--- src/rtl/byte_stream_reassembler_defines.svh ---
// Assertion macros for the byte stream reassembler.
`ifndef BYTE_STREAM_REASSEMBLER_DEFINES_SVH
`define BYTE_STREAM_REASSEMBLER_DEFINES_SVH

`ifndef NO_ASSERTIONS
`define BSR_ASSERT(name, clk, rst_n, prop) \
    name: assert property (@(posedge clk) disable iff (!rst_n) prop) \
    else $error("bsr assertion failed");
`define BSR_ASSERT_NR(name, clk, prop) \
    name: assert property (@(posedge clk) prop) else $error("bsr assertion failed");
`else
`define BSR_ASSERT(name, clk, rst_n, prop)
`define BSR_ASSERT_NR(name, clk, prop)
`endif

`endif

--- src/rtl/bsr_pkg.sv ---
`timescale 1ns / 1ps
`default_nettype none
package bsr_pkg;

    localparam int DEF_CAPACITY = 1024;
    localparam int WIN_W        = 11;
    localparam int IDX_W        = 64;
    localparam int IN_DATA_W    = 72;
    localparam int OUT_DATA_W   = 96;

    localparam logic [1:0] CMD_WRITE = 2'd0;
    localparam logic [1:0] CMD_END   = 2'd1;
    localparam logic [1:0] CMD_READ  = 2'd2;

    typedef enum logic [1:0] {
        RSEL_READ,
        RSEL_WALK,
        RSEL_STORE
    } rsel_t;

    typedef struct packed {
        logic  clr_step;
        logic  mem_re;
        rsel_t rsel;
        logic  wchk;
        logic  waddr;
        logic  wr_store;
        logic  wr_walk;
        logic  rd_take;
        logic  load_out;
    } ctrl_cmd_t;

    typedef struct packed {
        logic clr_last;
        logic in_range;
        logic slot_valid;
        logic unread_nz;
        logic free_nz;
        logic out_busy;
    } ctrl_stat_t;

endpackage
`default_nettype wire

--- src/rtl/bsr_ctrl.sv ---
`timescale 1ns / 1ps
`default_nettype none
module bsr_ctrl (
    input  wire logic               aclk,
    input  wire logic               aresetn,
    input  wire logic               s_tvalid,
    input  wire logic [1:0]         in_command,
    output logic                    s_tready,
    output bsr_pkg::ctrl_cmd_t      cmd,
    input  wire bsr_pkg::ctrl_stat_t stat
);
    import bsr_pkg::*;

    typedef enum logic [3:0] {
        S_CLEAR,
        S_IDLE,
        S_WCHK,
        S_WADDR,
        S_WRD,
        S_WUPD,
        S_RCHK,
        S_RDATA,
        S_WALK,
        S_WTEST,
        S_DONE
    } state_t;

    state_t state_reg, state_next;

    always_comb begin
        state_next = state_reg;
        cmd        = '0;
        cmd.rsel   = RSEL_READ;
        case (state_reg)
            S_CLEAR: begin
                cmd.clr_step = 1'b1;
                if (stat.clr_last) state_next = S_IDLE;
            end
            S_IDLE: begin
                if (s_tvalid) begin
                    case (in_command)
                        CMD_WRITE: state_next = S_WCHK;
                        CMD_READ:  state_next = S_RCHK;
                        default:   state_next = S_WALK;
                    endcase
                end
            end
            S_WCHK: begin
                cmd.wchk   = 1'b1;
                state_next = S_WADDR;
            end
            S_WADDR: begin
                cmd.waddr  = 1'b1;
                state_next = stat.in_range ? S_WRD : S_WALK;
            end
            S_WRD: begin
                cmd.mem_re = 1'b1;
                cmd.rsel   = RSEL_STORE;
                state_next = S_WUPD;
            end
            S_WUPD: begin
                cmd.wr_store = !stat.slot_valid;
                state_next   = S_WALK;
            end
            S_RCHK: begin
                cmd.mem_re = stat.unread_nz;
                cmd.rsel   = RSEL_READ;
                state_next = stat.unread_nz ? S_RDATA : S_WALK;
            end
            S_RDATA: begin
                cmd.rd_take = 1'b1;
                state_next  = S_WALK;
            end
            S_WALK: begin
                cmd.mem_re = stat.free_nz;
                cmd.rsel   = RSEL_WALK;
                state_next = stat.free_nz ? S_WTEST : S_DONE;
            end
            S_WTEST: begin
                cmd.wr_walk = stat.slot_valid;
                state_next  = stat.slot_valid ? S_WALK : S_DONE;
            end
            S_DONE: begin
                if (!stat.out_busy) begin
                    cmd.load_out = 1'b1;
                    state_next   = S_IDLE;
                end
            end
            default: state_next = S_IDLE;
        endcase
    end

    always_ff @(posedge aclk) begin
        if (!aresetn) begin
            state_reg <= S_CLEAR;
        end else begin
            state_reg <= state_next;
        end
    end

    assign s_tready = (state_reg == S_IDLE);

endmodule
`default_nettype wire

--- config.mk ---
export PLATFORM = sky130hd
export DESIGN_NAME = bsr_ctrl
export DESIGN_NICKNAME = d
export VERILOG_FILES = /design/src/rtl/byte_stream_reassembler_defines.svh /design/src/rtl/bsr_pkg.sv /design/src/rtl/bsr_ctrl.sv
export SDC_FILE = /design/constraint.sdc
export NUM_CORES = 1
export LEC_CHECK = 0
export BUFFER_PORTS_ARGS = -buffer_cell sky130_fd_sc_hd__clkbuf_2
export CAP_MARGIN = 10
export CELL_PAD_IN_SITES_DETAIL_PLACEMENT = 0
export CELL_PAD_IN_SITES_GLOBAL_PLACEMENT = 1
export CORE_ASPECT_RATIO = 0.9
export CORE_MARGIN = 5
export CORE_UTILIZATION = 26
export CTS_BUF_LIST = sky130_fd_sc_hd__clkbuf_16
export DETAILED_ROUTE_END_ITERATION = 10
export GPL_ROUTABILITY_DRIVEN = 0
export GPL_TIMING_DRIVEN = 0
export PLACE_DENSITY = 0.81
export SETUP_SLACK_MARGIN = 0.2
export SLEW_MARGIN = 10
export SYNTH_ARGS = -nofsm -noshare
export SYNTH_HDL_FRONTEND = slang
export SYNTH_SLANG_ARGS = --single-unit
--- constraint.sdc ---
create_clock -name aclk -period 1.14 [get_ports aclk]
set_input_delay 0.057 -clock aclk [delete_from_list [all_inputs] [get_ports aclk]]
set_output_delay 0.057 -clock aclk [all_outputs]
set_load 0.02 [all_outputs]
==> results.yml <==
run_status:
  status: "finished with violations"
  violations: "negative setup slack"
logic_synthesis:
  ys_ff_latch: 4
  synth_edf_count: 0
  ys_seq_area_frac: 0.179
  synth.avg_cell_area_sq_um: 7.34
  yosys-top-cells-area: "dfxtp_1, nand2_1, nor2_1, nor2b_1, nor3b_1"
  ys_top_cells_by_count: "nand2_1, nor2_1, dfxtp_1, nor2b_1, nor3b_1"
  yosysTopAreaCellShare: 0.179
  syn-num-nets: 72
  yosys.area.top_type: "dfxtp_1"
  synth_ff_type: "dfxtp_1"
  synth_async_sr_flop_share: 0
  synth_cells: 61
  yosysWarnings: 0
  synth_cell_types: 34
  synth_area_sq_um: 448
power_and_ir_drop:
  power_w: 0.000876
  power.density_mw_per_mm2: 959
  leakage_nw: 0.392
  max-vdd-ir-drop_mv: 1.38
worst_setup_path:
  cp_max_fo: 5
  worstSetupStartpointType: "flip-flop"
  criticalPathCategory: "reg2out"
  cp_data_arrival_time_ps: 1270
  end_kind: "output pin"
  cp.required_ps: 1080
die:
  core_region_area_sq_mm: 0.00165
  row_count: 14
  dieArea_sq_mm: 0.00265
  io_pins: 22
  fp.dieH_microns: 49.4
  start_util: 0.272
  die_width_microns: 53.8
layout:
  fin_util: 0.555
  diodes: 0
  drive_gt1_frac: 0.656
  layout.nets: 103
  largest_reg_flops: 4
  design_area_sq_um: 913
  fillers: 153
  area_growth_pct: 104
global_route:
  grt.busiest_layer: "met2"
  met1_usage: 0.168
  grt_overflow: 0
  use_met2: 0.234
  grt_pass1_vias: 609
  use_met3: 0.0336
  grt_pass1_wl_mm: 2.77
  grt_max_degree: 11
  grt_usage: 0.140
  antenna_found_initial: 0
sta:
  hold_viol_final: 0
  relSlewSlack: 0.864
  skew_ps: 2.16
  slew_violations: 0
  worst_pin_slew_ps: 202
  fmax_mhz: 755
  post-route-min-period_ps: 1320
  setup_viol: 13
  fin_ws_ps: -185
  rsz0062_at_grt: "true"
  period_share: 1.16
cts:
  cts_root_buf: "clkbuf_16"
  postCtsHoldBufs: 0
  tritoncts: "done"
  clkTransAtPathRegs_ps: 30
  cts_buffers: 3
  ctsLongestPathBuffers: 2
  htree_levels: 1
  clock_latency_ps: 230
  cts.sinks: 4
placement:
  place_ws_ps: -181
  place.detailed.hpwl_mm: 1.11
  post_dp_cell_area_sq_um: 652
  port-buffer-count: 21
detailed_routing:
  drtAntennaViolNets: 0
  vias: 578
  routed_wl_mm: 1.61
  drc: 0
  vias_per_cell: 5.07
  dr.pass1.iters: 4
  dr.first_iter.drc_count: 25
  wl_per_cell_microns: 14.1
worst_hold_path:
  hold_path.class: "in2reg"
job:
  cap_violations: 0
-- area by class of cell --
| type | count | area, sq um | share of cell area |
|---|---|---|---|
| plain buffers | 4 | 48.8 | 0.0534 |
| well taps | 24 | 30.0 | 0.0329 |
| inverters | 1 | 3.75 | 0.00411 |
| clock buffers | 3 | 75.1 | 0.0822 |
| repair buffers | 26 | 226 | 0.248 |
| flip-flops and latches | 4 | 87.6 | 0.0959 |
| multi-input cells | 52 | 442 | 0.484 |
-- path summary, 6_finish.rpt --
kind | slack (ps) | from | endpoint | cells after the start
min | 90 | in_command[1] | state_reg[2] | 3
max reg2reg | -120 | state_reg[3] | state_reg[0] | 6
min reg2reg | 710 | state_reg[0] | state_reg[2] | 4
max | -180 | state_reg[3] | cmd[9] | 4
-- power breakdown --
part           total, W  switching (W)  internal [W]
logic          0.000168      0.0000837     0.0000847
clock network  0.000548      0.0000998      0.000448
registers      0.000160      0.0000134      0.000147
total          0.000876       0.000197      0.000679
-- per-layer routing --
metal,vias to the layer above,part of all wire
li1,282,-
met1,267,0.41
met2,27,0.51
met3,2,0.065
met4,0,0.013
met5,-,0
-- cells by family after synthesis --
group           count (synthesis)  synth area share
simple gates                   37             0.494
mux                             2            0.0559
buf+inv                         5            0.0642
flops                           4             0.179
compound gates                 13             0.207
-- timing repair --
action,in CTS,in global routing
endpoints found under the setup margin,15,15
setup buffers,4,0
pin swaps,5,3
resized for setup,32,14
cloned,1,0
-- worst max-delay path: stages, from the launching register on --
cell	delay, ps
dfxtp_2	320
buf_6	120
or2_4	270
nor3_4	150
clkbuf_8	180
-- stage by stage --
step	instances	TNS [ps]	hold WS (ps)
final	114	-1450	85.1
after floorplan	61	-314	162
after global placement	106	-512	307
after global routing	114	-2370	94.4
after detailed placement	106	-516	311
after CTS	114	-1580	76.9
-- cell usage in the layout, fill, tap and decap left out, types with 2 or more instances in the layout --
cell type / Yosys / final
nand2b_4: 1 / 2
nand2_1: 7 / 6
nor3_4: 0 / 2
buf_8: 0 / 4
nor3b_1: 3 / 2
nor2_4: 0 / 2
clkbuf_16: 0 / 3
nor2_2: 1 / 2
buf_6: 0 / 6
o21ai_1: 2 / 3
dfxtp_2: 0 / 3
a21oi_1: 2 / 2
nor2_1: 7 / 4
clkbuf_2: 0 / 11
buf_4: 2 / 5
nor2b_4: 1 / 4
clkbuf_8: 0 / 4
Power figures use the tool's default switching activity.
